--- config.mk ---
export PLATFORM = sky130hd
export DESIGN_NAME = analog_output_pwm_regulator
export DESIGN_NICKNAME = d
export VERILOG_FILES = /design/src/design/aopr_pkg.sv /design/src/design/aopr_queue.sv /design/src/design/aopr_front.sv /design/src/design/aopr_back.sv /design/src/design/analog_output_pwm_regulator.sv
export SDC_FILE = /design/constraint.sdc
export NUM_CORES = 2
export LEC_CHECK = 0
export BUFFER_PORTS_ARGS = -buffer_cell sky130_fd_sc_hd__buf_2
export CORE_AREA = 2 2 305 307
export CTS_CLUSTER_DIAMETER = 50
export DETAILED_ROUTE_END_ITERATION = 8
export DIE_AREA = 0 0 307 309
export GPL_ROUTABILITY_DRIVEN = 0
export GPL_TIMING_DRIVEN = 0
export PLACE_DENSITY = 0.75
export SYNTH_ARGS = -nofsm -noshare
export SYNTH_HDL_FRONTEND = slang
export SYNTH_SLANG_ARGS = --single-unit
--- constraint.sdc ---
create_clock -name clk -period 14.3 [get_ports clk]
set_input_delay 0 -clock clk [delete_from_list [all_inputs] [get_ports clk]]
set_output_delay 0 -clock clk [all_outputs]
set_load 0.01 [all_outputs]
--- src/design/aopr_pkg.sv ---
// Shared types, constants and helper functions for the analogue output PWM regulator.
// Used by aopr_front, aopr_queue, aopr_back and analog_output_pwm_regulator.
// No dependencies.
package aopr_pkg;

    // Channel set and per-channel transmit range
    localparam int CHANNELS      = 3;
    localparam int RANGE_MAX_CH0 = 1000;
    localparam int RANGE_MAX_CH1 = 1000;
    localparam int RANGE_MAX_CH2 = 3000;

    // Wiring modes (code 3 is treated as 0-10V)
    localparam logic [1:0] MODE_CURRENT = 2'd0;
    localparam logic [1:0] MODE_5V      = 2'd1;

    // Target code end points
    localparam logic [11:0] CODE_I_MAX   = 12'd2730;
    localparam logic [11:0] CODE_I_MIN   = 12'd546;
    localparam logic [11:0] CODE_5V_MAX  = 12'd1732;
    localparam logic [11:0] CODE_10V_MAX = 12'd3464;
    localparam logic [11:0] CODE_LIMIT   = 12'd4095;

    localparam logic [7:0]  PID_FULL     = 8'd100;
    localparam int          PID_DEN      = 100;

    localparam logic [11:0] THRESH_RESET = 12'hff;

    // Configuration register indexes
    localparam int          CFG_IDX_W    = 3;
    localparam logic [2:0]  REG_USE_PID  = 3'd0;
    localparam logic [2:0]  REG_VOLT_CH0 = 3'd1;
    localparam logic [2:0]  REG_VOLT_CH1 = 3'd2;
    localparam logic [2:0]  REG_VOLT_CH2 = 3'd3;
    localparam logic [2:0]  REG_AMP_CH0  = 3'd4;
    localparam logic [2:0]  REG_AMP_CH1  = 3'd5;
    localparam logic [2:0]  REG_AMP_CH2  = 3'd6;

    // Divisor select for the span scaling
    localparam logic [1:0] DEN_CH0 = 2'd0;
    localparam logic [1:0] DEN_CH1 = 2'd1;
    localparam logic [1:0] DEN_CH2 = 2'd2;
    localparam logic [1:0] DEN_PID = 2'd3;

    // Span scaling: numerator below 2^15, span below 2^12, product below 2^27.
    // Division by reciprocal: ceil(2^(N+l)/d) is exact for every dividend below 2^N.
    localparam int NUM_W   = 15;
    localparam int SPAN_W  = 12;
    localparam int DIV_N   = NUM_W + SPAN_W;
    localparam int RECIP_W = DIV_N + 1;
    localparam int MULT_W  = DIV_N + RECIP_W;
    localparam int SHIFT_W = 6;

    localparam int SHIFT_CH0 = DIV_N + $clog2(RANGE_MAX_CH0);
    localparam int SHIFT_CH1 = DIV_N + $clog2(RANGE_MAX_CH1);
    localparam int SHIFT_CH2 = DIV_N + $clog2(RANGE_MAX_CH2);
    localparam int SHIFT_PID = DIV_N + $clog2(PID_DEN);

    localparam logic [RECIP_W-1:0] RECIP_CH0 = RECIP_W'(((64'd1 << SHIFT_CH0)
        + 64'(RANGE_MAX_CH0) - 64'd1) / 64'(RANGE_MAX_CH0));
    localparam logic [RECIP_W-1:0] RECIP_CH1 = RECIP_W'(((64'd1 << SHIFT_CH1)
        + 64'(RANGE_MAX_CH1) - 64'd1) / 64'(RANGE_MAX_CH1));
    localparam logic [RECIP_W-1:0] RECIP_CH2 = RECIP_W'(((64'd1 << SHIFT_CH2)
        + 64'(RANGE_MAX_CH2) - 64'd1) / 64'(RANGE_MAX_CH2));
    localparam logic [RECIP_W-1:0] RECIP_PID = RECIP_W'(((64'd1 << SHIFT_PID)
        + 64'(PID_DEN) - 64'd1) / 64'(PID_DEN));

    // Feedback measurement: current x*3000/4096, voltage x*60300/208896.
    // 208896 = 4096 * 51, so voltage is ((x*60300) >> 12) / 51.
    localparam int MEAS_I_SCALE = 3000;
    localparam int MEAS_V_SCALE = 60300;
    localparam int MEAS_V_DIV   = 208896;
    localparam int MEAS_PRE_SH  = 12;
    localparam int MEAS_V_REM   = MEAS_V_DIV / (1 << MEAS_PRE_SH);
    localparam int MEAS_MUL_W   = 28;
    localparam int MEAS_Y_W     = 16;
    localparam int MEAS_RSH     = MEAS_Y_W + $clog2(MEAS_V_REM);
    localparam int MEAS_RECIP_W = MEAS_Y_W + 1;
    localparam int MEAS_PROD_W  = MEAS_Y_W + MEAS_RECIP_W;
    localparam logic [MEAS_RECIP_W-1:0] MEAS_RECIP = MEAS_RECIP_W'(((64'd1 << MEAS_RSH)
        + 64'(MEAS_V_REM) - 64'd1) / 64'(MEAS_V_REM));
    localparam logic [11:0] MEAS_MAX = 12'(MEAS_I_SCALE - 1);

    localparam int QUEUE_DEPTH = 4;
    localparam int QPTR_W      = $clog2(QUEUE_DEPTH);
    localparam int OUT_DEPTH   = 2;
    localparam int OPTR_W      = $clog2(OUT_DEPTH);

    typedef logic signed [11:0] off_t;

    typedef struct packed {
        logic           use_pid;
        off_t [2:0]     volt_off;
        off_t [2:0]     amp_off;
    } cfg_t;

    // Classified item handed from front to back
    typedef struct packed {
        logic [1:0]         chan;
        logic               is_cur;
        logic               sat;
        logic [11:0]        sat_code;
        logic [11:0]        base;
        logic [DIV_N-1:0]   prod;
        logic [1:0]         den_sel;
        logic [11:0]        fb;
    } q_entry_t;

    typedef struct packed {
        logic [1:0]  chan;
        logic [11:0] threshold;
        logic [11:0] target;
        logic [11:0] meas;
    } result_t;

    function automatic logic [14:0] range_max(input logic [1:0] chan);
        logic [14:0] r;
        begin
            unique case (chan)
                2'd0:    r = 15'(RANGE_MAX_CH0);
                2'd1:    r = 15'(RANGE_MAX_CH1);
                default: r = 15'(RANGE_MAX_CH2);
            endcase
            return r;
        end
    endfunction

    function automatic logic [RECIP_W-1:0] den_recip(input logic [1:0] sel);
        logic [RECIP_W-1:0] r;
        begin
            unique case (sel)
                DEN_CH0: r = RECIP_CH0;
                DEN_CH1: r = RECIP_CH1;
                DEN_CH2: r = RECIP_CH2;
                default: r = RECIP_PID;
            endcase
            return r;
        end
    endfunction

    function automatic logic [SHIFT_W-1:0] den_shift(input logic [1:0] sel);
        logic [SHIFT_W-1:0] r;
        begin
            unique case (sel)
                DEN_CH0: r = SHIFT_W'(SHIFT_CH0);
                DEN_CH1: r = SHIFT_W'(SHIFT_CH1);
                DEN_CH2: r = SHIFT_W'(SHIFT_CH2);
                default: r = SHIFT_W'(SHIFT_PID);
            endcase
            return r;
        end
    endfunction

endpackage

--- src/design/aopr_queue.sv ---
// Four-entry queue of classified items between front and back.
// Depends on aopr_pkg (q_entry_t, QUEUE_DEPTH).
module aopr_queue (
    input  logic               clk,
    input  logic               rst_n,
    input  logic               push,
    input  aopr_pkg::q_entry_t wdata,
    output logic               full,
    input  logic               pop,
    output aopr_pkg::q_entry_t rdata,
    output logic               empty
);

    aopr_pkg::q_entry_t               mem_reg [aopr_pkg::QUEUE_DEPTH];
    logic [aopr_pkg::QPTR_W-1:0]      wr_ptr_reg, wr_ptr_next;
    logic [aopr_pkg::QPTR_W-1:0]      rd_ptr_reg, rd_ptr_next;
    logic [aopr_pkg::QPTR_W:0]        count_reg, count_next;

    assign full  = (count_reg == (aopr_pkg::QPTR_W+1)'(aopr_pkg::QUEUE_DEPTH));
    assign empty = (count_reg == '0);
    assign rdata = mem_reg[rd_ptr_reg];

    always_comb
    begin
        wr_ptr_next = push ? wr_ptr_reg + 1'b1 : wr_ptr_reg;
        rd_ptr_next = pop  ? rd_ptr_reg + 1'b1 : rd_ptr_reg;
        count_next  = count_reg;
        if (push && !pop)
        begin
            count_next = count_reg + 1'b1;
        end
        else if (pop && !push)
        begin
            count_next = count_reg - 1'b1;
        end
    end

    always_ff @(posedge clk or negedge rst_n)
    begin
        if (!rst_n)
        begin
            wr_ptr_reg <= '0;
            rd_ptr_reg <= '0;
            count_reg  <= '0;
        end
        else
        begin
            wr_ptr_reg <= wr_ptr_next;
            rd_ptr_reg <= rd_ptr_next;
            count_reg  <= count_next;
        end
    end

    always_ff @(posedge clk)
    begin
        if (push)
        begin
            mem_reg[wr_ptr_reg] <= wdata;
        end
    end

endmodule

--- src/design/aopr_front.sv ---
// Front end: accepts items, drops invalid channels, picks the saturated code or
// forms numerator * span for the scaling. Depends on aopr_pkg.
module aopr_front (
    input  logic                clk,
    input  logic                rst_n,
    input  logic                push,
    output logic                full,
    input  logic [1:0]          chan,
    input  logic [1:0]          wiring_mode,
    input  logic signed [15:0]  sensor_value,
    input  logic [7:0]          pid_percent,
    input  logic [11:0]         feedback_code,
    input  logic                use_pid,
    output logic                q_push,
    output aopr_pkg::q_entry_t  q_entry,
    input  logic                q_full
);

    logic                valid_reg, valid_next;
    logic [1:0]          chan_reg;
    logic [1:0]          mode_reg;
    logic signed [15:0]  sval_reg;
    logic [7:0]          pct_reg;
    logic [11:0]         fb_reg;

    logic                chan_ok;
    logic                done;
    logic                accept;
    logic [11:0]         full_code;
    logic [11:0]         base;
    logic [11:0]         span;
    logic signed [15:0]  mx;
    logic [aopr_pkg::NUM_W-1:0] num;

    assign chan_ok = (chan_reg != 2'd3) && (32'(chan_reg) < aopr_pkg::CHANNELS);
    // an invalid channel leaves without a queue slot
    assign done    = !chan_ok || !q_full;
    assign full    = valid_reg && !done;
    assign accept  = push && !full;
    assign q_push  = valid_reg && chan_ok && !q_full;

    always_comb
    begin
        valid_next = valid_reg;
        if (accept)
        begin
            valid_next = 1'b1;
        end
        else if (done)
        begin
            valid_next = 1'b0;
        end
    end

    always_ff @(posedge clk or negedge rst_n)
    begin
        if (!rst_n)
        begin
            valid_reg <= 1'b0;
        end
        else
        begin
            valid_reg <= valid_next;
        end
    end

    always_ff @(posedge clk)
    begin
        if (accept)
        begin
            chan_reg <= chan;
            mode_reg <= wiring_mode;
            sval_reg <= sensor_value;
            pct_reg  <= pid_percent;
            fb_reg   <= feedback_code;
        end
    end

    // Classification
    always_comb
    begin
        case (mode_reg)
            aopr_pkg::MODE_CURRENT: full_code = aopr_pkg::CODE_I_MAX;
            aopr_pkg::MODE_5V:      full_code = aopr_pkg::CODE_5V_MAX;
            default:                full_code = aopr_pkg::CODE_10V_MAX;
        endcase
        base = (mode_reg == aopr_pkg::MODE_CURRENT) ? aopr_pkg::CODE_I_MIN : 12'd0;
        span = full_code - base;
        mx   = $signed({1'b0, aopr_pkg::range_max(chan_reg)});

        q_entry.chan     = chan_reg;
        q_entry.is_cur   = (mode_reg == aopr_pkg::MODE_CURRENT);
        q_entry.base     = base;
        q_entry.fb       = fb_reg;
        q_entry.sat      = 1'b0;
        q_entry.sat_code = base;
        q_entry.den_sel  = chan_reg;
        num              = '0;

        if (!use_pid)
        begin
            if (sval_reg >= mx)
            begin
                q_entry.sat      = 1'b1;
                q_entry.sat_code = full_code;
            end
            else if (sval_reg <= 16'sd0)
            begin
                q_entry.sat = 1'b1;
            end
            else
            begin
                num = sval_reg[aopr_pkg::NUM_W-1:0];
            end
        end
        else
        begin
            q_entry.den_sel = aopr_pkg::DEN_PID;
            if (pct_reg >= aopr_pkg::PID_FULL)
            begin
                q_entry.sat      = 1'b1;
                q_entry.sat_code = full_code;
            end
            else if (pct_reg == 8'd0)
            begin
                q_entry.sat = 1'b1;
            end
            else
            begin
                num = aopr_pkg::NUM_W'(pct_reg);
            end
        end

        q_entry.prod = aopr_pkg::DIV_N'(num) * aopr_pkg::DIV_N'(span);
    end

endmodule

--- src/design/aopr_back.sv ---
// Back end: reciprocal division, offset and clamp, feedback measurement,
// threshold update and the result buffer. Depends on aopr_pkg.
module aopr_back (
    input  logic               clk,
    input  logic               rst_n,
    input  aopr_pkg::cfg_t     cfg,
    input  aopr_pkg::q_entry_t q_entry,
    input  logic               q_empty,
    output logic               q_pop,
    input  logic               pop,
    output logic               empty,
    output logic [1:0]         out_chan,
    output logic [11:0]        pwm_threshold,
    output logic [11:0]        target_code,
    output logic [11:0]        measured_output
);

    typedef struct packed {
        logic [1:0]                    chan;
        logic                          is_cur;
        logic                          sat;
        logic [11:0]                   sat_code;
        logic [11:0]                   base;
        logic [11:0]                   fb;
        logic [1:0]                    den_sel;
        logic [aopr_pkg::MULT_W-1:0]   mprod;
        logic [11:0]                   corr;
        aopr_pkg::off_t                off;
    } s1_t;

    typedef struct packed {
        logic [1:0]                      chan;
        logic                            is_cur;
        logic [11:0]                     fb;
        logic [11:0]                     target;
        logic [aopr_pkg::MEAS_MUL_W-1:0] m1;
    } s2_t;

    typedef struct packed {
        logic [1:0]                       chan;
        logic                             is_cur;
        logic [11:0]                      target;
        logic                             up;
        logic                             nz;
        logic [11:0]                      step;
        logic [11:0]                      meas_cur;
        logic [aopr_pkg::MEAS_PROD_W-1:0] meas_prod;
    } s3_t;

    logic  s1_valid_reg, s2_valid_reg, s3_valid_reg;
    s1_t   s1_reg, s1_next;
    s2_t   s2_reg, s2_next;
    s3_t   s3_reg, s3_next;
    logic  adv;

    logic [11:0] th_reg [aopr_pkg::CHANNELS];

    aopr_pkg::result_t          obuf_reg [aopr_pkg::OUT_DEPTH];
    logic [aopr_pkg::OPTR_W-1:0] owr_reg, ord_reg;
    logic [aopr_pkg::OPTR_W:0]   ocount_reg, ocount_next;
    logic                        o_push, o_pop;
    aopr_pkg::result_t           o_item;

    aopr_pkg::off_t      off_sel;
    logic signed [13:0]  corr_w;
    logic [11:0]         quot;
    logic [11:0]         tpre;
    logic signed [13:0]  tsum;
    logic signed [12:0]  diff;
    logic [11:0]         mag;
    logic [aopr_pkg::MEAS_Y_W-1:0] meas_y;
    logic [11:0]         th_cur;
    logic [12:0]         th_sum;
    logic [11:0]         th_new;

    // whole pipeline steps together, held only by a full result buffer
    assign adv   = !s3_valid_reg || (ocount_reg < (aopr_pkg::OPTR_W+1)'(aopr_pkg::OUT_DEPTH));
    assign q_pop = adv && !q_empty;

    // Stage 1: reciprocal multiply, corrected feedback
    always_comb
    begin
        off_sel = '0;
        for (int i = 0; i < 3; i++)
        begin
            if (q_entry.chan == 2'(i))
            begin
                off_sel = q_entry.is_cur ? cfg.amp_off[i] : cfg.volt_off[i];
            end
        end
        corr_w = $signed({2'b00, q_entry.fb}) - 14'(off_sel);

        s1_next.chan     = q_entry.chan;
        s1_next.is_cur   = q_entry.is_cur;
        s1_next.sat      = q_entry.sat;
        s1_next.sat_code = q_entry.sat_code;
        s1_next.base     = q_entry.base;
        s1_next.fb       = q_entry.fb;
        s1_next.den_sel  = q_entry.den_sel;
        s1_next.off      = off_sel;
        s1_next.mprod    = aopr_pkg::MULT_W'(q_entry.prod)
                         * aopr_pkg::MULT_W'(aopr_pkg::den_recip(q_entry.den_sel));
        if (corr_w < 14'sd0)
        begin
            s1_next.corr = 12'd0;
        end
        else if (corr_w > 14'sd4095)
        begin
            s1_next.corr = aopr_pkg::CODE_LIMIT;
        end
        else
        begin
            s1_next.corr = corr_w[11:0];
        end
    end

    // Stage 2: quotient, target with offset, first measurement product
    always_comb
    begin
        quot = 12'(s1_reg.mprod >> aopr_pkg::den_shift(s1_reg.den_sel));
        tpre = s1_reg.sat ? s1_reg.sat_code : s1_reg.base + quot;
        tsum = $signed({2'b00, tpre}) + 14'(s1_reg.off);

        s2_next.chan   = s1_reg.chan;
        s2_next.is_cur = s1_reg.is_cur;
        s2_next.fb     = s1_reg.fb;
        if (tsum < 14'sd0)
        begin
            s2_next.target = 12'd0;
        end
        else if (tsum > 14'sd4095)
        begin
            s2_next.target = aopr_pkg::CODE_LIMIT;
        end
        else
        begin
            s2_next.target = tsum[11:0];
        end
        s2_next.m1 = aopr_pkg::MEAS_MUL_W'(s1_reg.corr)
                   * (s1_reg.is_cur ? aopr_pkg::MEAS_MUL_W'(aopr_pkg::MEAS_I_SCALE)
                                    : aopr_pkg::MEAS_MUL_W'(aopr_pkg::MEAS_V_SCALE));
    end

    // Stage 3: error step, measurement scaling (voltage needs the /51)
    always_comb
    begin
        diff   = $signed({1'b0, s2_reg.target}) - $signed({1'b0, s2_reg.fb});
        mag    = (diff < 13'sd0) ? 12'(-diff) : 12'(diff);
        meas_y = aopr_pkg::MEAS_Y_W'(s2_reg.m1 >> aopr_pkg::MEAS_PRE_SH);

        s3_next.chan      = s2_reg.chan;
        s3_next.is_cur    = s2_reg.is_cur;
        s3_next.target    = s2_reg.target;
        s3_next.up        = (diff > 13'sd0);
        s3_next.nz        = (diff != 13'sd0);
        s3_next.step      = s2_reg.is_cur ? (mag >> 3) : (mag >> 1);
        s3_next.meas_cur  = 12'(s2_reg.m1 >> aopr_pkg::MEAS_PRE_SH);
        s3_next.meas_prod = aopr_pkg::MEAS_PROD_W'(meas_y)
                          * aopr_pkg::MEAS_PROD_W'(aopr_pkg::MEAS_RECIP);
    end

    always_ff @(posedge clk or negedge rst_n)
    begin
        if (!rst_n)
        begin
            s1_valid_reg <= 1'b0;
            s2_valid_reg <= 1'b0;
            s3_valid_reg <= 1'b0;
        end
        else if (adv)
        begin
            s1_valid_reg <= !q_empty;
            s2_valid_reg <= s1_valid_reg;
            s3_valid_reg <= s2_valid_reg;
        end
    end

    always_ff @(posedge clk)
    begin
        if (adv)
        begin
            s1_reg <= s1_next;
            s2_reg <= s2_next;
            s3_reg <= s3_next;
        end
    end

    // Threshold read-modify-write as the item leaves stage 3
    always_comb
    begin
        th_cur = aopr_pkg::THRESH_RESET;
        for (int i = 0; i < aopr_pkg::CHANNELS; i++)
        begin
            if (s3_reg.chan == 2'(i))
            begin
                th_cur = th_reg[i];
            end
        end
        th_sum = {1'b0, th_cur} + {1'b0, s3_reg.step};
        th_new = th_cur;
        if (s3_reg.nz)
        begin
            if (s3_reg.up)
            begin
                th_new = th_sum[12] ? aopr_pkg::CODE_LIMIT : th_sum[11:0];
            end
            else
            begin
                th_new = (th_cur > s3_reg.step) ? th_cur - s3_reg.step : 12'd0;
            end
        end

        o_item.chan      = s3_reg.chan;
        o_item.threshold = th_new;
        o_item.target    = s3_reg.target;
        o_item.meas      = s3_reg.is_cur ? s3_reg.meas_cur
                         : 12'(s3_reg.meas_prod >> aopr_pkg::MEAS_RSH);
    end

    assign o_push = s3_valid_reg && adv;
    assign o_pop  = pop && !empty;

    always_ff @(posedge clk or negedge rst_n)
    begin
        if (!rst_n)
        begin
            for (int i = 0; i < aopr_pkg::CHANNELS; i++)
            begin
                th_reg[i] <= aopr_pkg::THRESH_RESET;
            end
        end
        else if (o_push && s3_reg.nz)
        begin
            for (int i = 0; i < aopr_pkg::CHANNELS; i++)
            begin
                if (s3_reg.chan == 2'(i))
                begin
                    th_reg[i] <= th_new;
                end
            end
        end
    end

    // Result buffer
    always_comb
    begin
        ocount_next = ocount_reg;
        if (o_push && !o_pop)
        begin
            ocount_next = ocount_reg + 1'b1;
        end
        else if (o_pop && !o_push)
        begin
            ocount_next = ocount_reg - 1'b1;
        end
    end

    always_ff @(posedge clk or negedge rst_n)
    begin
        if (!rst_n)
        begin
            owr_reg    <= '0;
            ord_reg    <= '0;
            ocount_reg <= '0;
        end
        else
        begin
            if (o_push)
            begin
                owr_reg <= owr_reg + 1'b1;
            end
            if (o_pop)
            begin
                ord_reg <= ord_reg + 1'b1;
            end
            ocount_reg <= ocount_next;
        end
    end

    always_ff @(posedge clk)
    begin
        if (o_push)
        begin
            obuf_reg[owr_reg] <= o_item;
        end
    end

    assign empty           = (ocount_reg == '0);
    assign out_chan        = obuf_reg[ord_reg].chan;
    assign pwm_threshold   = obuf_reg[ord_reg].threshold;
    assign target_code     = obuf_reg[ord_reg].target;
    assign measured_output = obuf_reg[ord_reg].meas;

    a_ocount_bound: assert property (@(posedge clk) disable iff (!rst_n)
        ocount_reg <= (aopr_pkg::OPTR_W+1)'(aopr_pkg::OUT_DEPTH))
        else $error("result buffer overfilled");

    a_s3_hold: assert property (@(posedge clk) disable iff (!rst_n)
        (s3_valid_reg && !adv) |=> (s3_valid_reg && $stable(s3_reg.target)
                                    && $stable(s3_reg.chan)))
        else $error("stalled item in stage 3 lost or changed");

    a_meas_range: assert property (@(posedge clk) disable iff (!rst_n)
        !empty |-> (measured_output <= aopr_pkg::MEAS_MAX))
        else $error("measured output out of range");

    a_chan_valid: assert property (@(posedge clk) disable iff (!rst_n)
        s3_valid_reg |-> ((s3_reg.chan != 2'd3)
                          && (32'(s3_reg.chan) < aopr_pkg::CHANNELS)))
        else $error("invalid channel reached the threshold store");

endmodule

--- src/design/analog_output_pwm_regulator.sv ---
// Top level of the analogue output PWM regulator: configuration registers and
// the front / queue / back split. Depends on aopr_pkg, aopr_front, aopr_queue, aopr_back.
//
// Usage:
//  - Input channel: an item (chan, wiring_mode, sensor_value, pid_percent,
//    feedback_code) is taken on a rising edge with push high and full low.
//  - Result channel: while empty is low the oldest result sits on out_chan,
//    pwm_threshold, target_code and measured_output; it leaves on a rising
//    edge with pop high.
//  - An item whose chan is not a valid channel is taken and yields no result.
//  - Path: an accepted item passes the front register, the queue, the three
//    back-end stages and the result buffer before its result shows.
//  - Throughput: one item per cycle while full stays low; the back end is a
//    three-stage pipeline and each multiplier is followed by a register.
//  - Configuration: cfg_wr_en / cfg_index / cfg_data write one register per
//    cycle; write only while no items are in flight.
//  - Reset: thresholds go to 255, offsets and PID select to 0, queues empty.
//  - Stall: when pop is held low the two-entry result buffer fills, the back
//    end freezes, the four-entry queue fills and then full rises.
module analog_output_pwm_regulator (
    input  logic                           clk,
    input  logic                           rst_n,
    input  logic                           push,
    output logic                           full,
    input  logic [1:0]                     chan,
    input  logic [1:0]                     wiring_mode,
    input  logic signed [15:0]             sensor_value,
    input  logic [7:0]                     pid_percent,
    input  logic [11:0]                    feedback_code,
    output logic                           empty,
    input  logic                           pop,
    output logic [1:0]                     out_chan,
    output logic [11:0]                    pwm_threshold,
    output logic [11:0]                    target_code,
    output logic [11:0]                    measured_output,
    input  logic                           cfg_wr_en,
    input  logic [aopr_pkg::CFG_IDX_W-1:0] cfg_index,
    input  logic [11:0]                    cfg_data
);

    aopr_pkg::cfg_t     cfg_reg, cfg_next;
    aopr_pkg::q_entry_t fq_entry;
    aopr_pkg::q_entry_t qb_entry;
    logic               fq_push;
    logic               fq_full;
    logic               qb_pop;
    logic               qb_empty;

    // Register decode; index 7 is ignored
    always_comb
    begin
        cfg_next = cfg_reg;
        if (cfg_wr_en)
        begin
            unique case (cfg_index)
                aopr_pkg::REG_USE_PID:  cfg_next.use_pid     = cfg_data[0];
                aopr_pkg::REG_VOLT_CH0: cfg_next.volt_off[0] = cfg_data;
                aopr_pkg::REG_VOLT_CH1: cfg_next.volt_off[1] = cfg_data;
                aopr_pkg::REG_VOLT_CH2: cfg_next.volt_off[2] = cfg_data;
                aopr_pkg::REG_AMP_CH0:  cfg_next.amp_off[0]  = cfg_data;
                aopr_pkg::REG_AMP_CH1:  cfg_next.amp_off[1]  = cfg_data;
                aopr_pkg::REG_AMP_CH2:  cfg_next.amp_off[2]  = cfg_data;
                default:                cfg_next             = cfg_reg;
            endcase
        end
    end

    always_ff @(posedge clk or negedge rst_n)
    begin
        if (!rst_n)
        begin
            cfg_reg <= '0;
        end
        else
        begin
            cfg_reg <= cfg_next;
        end
    end

    // Front: take and classify
    aopr_front u_front (
        .clk           (clk),
        .rst_n         (rst_n),
        .push          (push),
        .full          (full),
        .chan          (chan),
        .wiring_mode   (wiring_mode),
        .sensor_value  (sensor_value),
        .pid_percent   (pid_percent),
        .feedback_code (feedback_code),
        .use_pid       (cfg_reg.use_pid),
        .q_push        (fq_push),
        .q_entry       (fq_entry),
        .q_full        (fq_full)
    );

    // Decoupling queue
    aopr_queue u_queue (
        .clk   (clk),
        .rst_n (rst_n),
        .push  (fq_push),
        .wdata (fq_entry),
        .full  (fq_full),
        .pop   (qb_pop),
        .rdata (qb_entry),
        .empty (qb_empty)
    );

    // Back: arithmetic, threshold store, result buffer
    aopr_back u_back (
        .clk             (clk),
        .rst_n           (rst_n),
        .cfg             (cfg_reg),
        .q_entry         (qb_entry),
        .q_empty         (qb_empty),
        .q_pop           (qb_pop),
        .pop             (pop),
        .empty           (empty),
        .out_chan        (out_chan),
        .pwm_threshold   (pwm_threshold),
        .target_code     (target_code),
        .measured_output (measured_output)
    );

endmodule
==> impl_metrics.ini <==
[routing]
dr.pass1.iters = 6
drtIter0Drc = 2513
vias_per_cell = 5.57
vias = 35048
wl_mm = 121
wl_per_cell_um = 19.1
drc_errors = 0
antenna_left = 0

[logic_synthesis]
synth_edf_count = 475
yosysSeqAreaShare_pct = 31.9
yosys.area_share.simple_pct = 6.39
ys_async_sr_fraction_pct = 20.7
syn_area_per_cell_um2 = 11.5
yosys.area_share.adder_pct = 39.2
syn_inst = 4731
synthMuxAreaShare_pct = 6.35
post_synth_num_cell_types = 92
synth-seq-cells = 599
yosysWarnings = 0
synth_top_family_by_area = adder cells
syn_area_um2 = 54500
synth-compound-area-share_pct = 5.79
ys_dominant_reg_cell = edfxtp_1
synth_xor_area_share_pct = 1.98

[finish]
fillers = 6741
seq_area_um2 = 17400
syn_to_final_growth_pct = 10.1
num_antenna_cells = 0
drive_above_1_share_pct = 10.2
final_nets = 6425
final_cell_mix = inv_1 (1102), fa_1 (662), ha_1 (647)
multiInputGateArea_um2 = 32900
final_common_cell = inv_1
largest_reg_flops = 200

[timing]
fmax_ghz = 0.0990
slew_headroom_pct = 20.6
worst_pin_slew_ps = 1180
tns_ps = 0
finalSetupViolations = 0
min_period_ps = 10100
finalCritPeriodShare_pct = 70.6
hold_viol_final = 0
fin_skew_ps = 31.5
rsz0062_at_grt = false
maxSlewViolCount = 0

[grt]
grt_max_degree = 71
grt_usage_pct = 26.1
grt_pass1_vias = 36351
grt_overflow = 0
antenna_found_initial = 2
grt_pass1_wl_mm = 193

[setup_path]
critPathCaptureType = flip-flop
crit_top_cell = fa_1
crit_path_max_fanout = 10
startpoint = u_queue.rd_ptr_reg[0]
crit_type = flip-flop to flip-flop
rrSetupSlack_ps = 4200
endpoint = u_back.s1_reg[73]
cp_data_required_time_ps = 14660
rr_startpoint = u_queue.rd_ptr_reg[0]
worstPathArrival_ps = 10470
setup.worst_path.start_class = flip-flop
ff2ff_path_depth = 27
cpPeakStageDelay_ps = 770
r2r-end = u_back.s1_reg[73]
cp_slowest_cell = buf_1

[die]
die_area_um2 = 94900
core_region_area_um2 = 91400
die_height_um = 309
io_pins = 100
die_x_um = 307
num_rows = 111
start_util_pct = 59.6

[cts]
post_cts_buffers = 0
cts_tree = done
path_clk_slew_ps = 60
cts_sinks = 599
htreeDepth = 3
clock_latency_ps = 630
cts_buffers = 70
cts_buffer_depth = 3
cts-resized-gates = 0
cts-root-buf = clkbuf_16

[hold_path]
hp-class = input pin to flip-flop

[placement]
portBuffers = 99
post-dp-hpwl_mm = 96.4

[run_status]
status = completed

[job]
drv_cap = 0
-- repair_timing --
action	4_1_cts	5_1_grt
hold buffers	65	0
hold endpoints to repair	227	0
endpoints found under the setup margin	0	0
-- critical path: cells and delay by family, from the launching register on --
family                   cells  cell delay (ps)
flip-flops                   1              370
multiplexers                 1              450
XOR/XNOR                     1              160
buffers and inverters        8             2330
AO/OA/AOI/OAI                6             2220
AND/OR/NAND/NOR              3              470
adder cells (fa/ha/maj)      8             3850
-- per-layer routing --
metal / share of wire, % / GRT usage, % / wire length, um
met1: 41 / 34.0 / 48900
met2: 50 / 44.9 / 59700
met3: 6.0 / 3.43 / 7180
met4: 3.9 / 9.73 / 4750
met5: 0 / 0 / 0
-- metrics by stage --
step / cells / hold slack (ps) / setup slack [ps] / cell area, um^2 / util [%]
after global routing: 6297 / 68.1 / 3890 / 60000 / 65.7
after floorplan: 4810 / -296 / 6480 / 54800 / -
after global placement: 6095 / 177 / 4390 / 56800 / 62.1
after CTS: 6297 / 61.7 / 4350 / 60000 / 65.7
final: 6297 / 92.6 / 4200 / 60000 / 65.7
after detailed placement: 6105 / -5.41 / 4420 / 57000 / 62.4
-- synth_stat cells, types with 15 or more instances --
cell type | instances | share of area, %
a211oi_1 | 19 | 0.26
a21o_1 | 43 | 0.59
a21oi_1 | 128 | 1.2
a31oi_1 | 25 | 0.29
and2_1 | 44 | 0.51
buf_1 | 18 | 0.12
clkbuf_1 | 74 | 0.51
dfrtp_1 | 100 | 4.6
dfstp_2 | 24 | 1.2
edfxtp_1 | 475 | 26
fa_1 | 662 | 24
ha_1 | 647 | 15
inv_1 | 1102 | 7.6
mux2_2 | 173 | 3.6
mux2i_1 | 50 | 0.92
mux4_2 | 45 | 1.9
nand2_1 | 247 | 1.7
nand2b_1 | 33 | 0.38
nand3_1 | 40 | 0.37
nor2_1 | 203 | 1.4
nor2b_1 | 48 | 0.55
nor3_1 | 48 | 0.44
o21a_1 | 37 | 0.51
o21ai_0 | 88 | 0.81
o21bai_1 | 15 | 0.21
or2_2 | 16 | 0.18
xnor2_1 | 75 | 1.2
xor2_1 | 48 | 0.77
-- cells by family after synthesis --
kind of cell / count (synthesis)
multiplexers: 268
flip-flops: 599
XOR/XNOR: 123
AO/OA/AOI/OAI: 475
buffers and inverters: 1210
AND/OR/NAND/NOR: 745
adder cells (fa/ha/maj): 1309
other: 2
-- worst min path at each step --
stage / from / endpoint / depth (start not counted)
final: sensor_value[6] / u_front.sval_reg[6] / 2
after floorplan: rst_n / cfg_reg[0] / 0
after global routing: sensor_value[5] / u_front.sval_reg[5] / 2
after detailed placement: rst_n / u_back.th_reg[34] / 1
after global placement: pid_percent[1] / u_front.pct_reg[1] / 1
after CTS: chan[0] / u_front.chan_reg[0] / 2
-- layout make-up --
| cell class | instances | share of cell area (%) |
|---|---|---|
| Buffer | 105 | 0.705 |
| Timing Repair Buffer | 174 | 2.32 |
| Tap cell | 1186 | 2.47 |
| Clock buffer | 95 | 3.22 |
| Clock inverter | 32 | 0.640 |
| Sequential cell | 599 | 29.0 |
| Inverter | 1105 | 6.91 |
| Multi-Input combinational cell | 3001 | 54.7 |
Power is not shown: default switching activity piles up to over one toggle a cycle in this logic, so the estimate is an artifact.
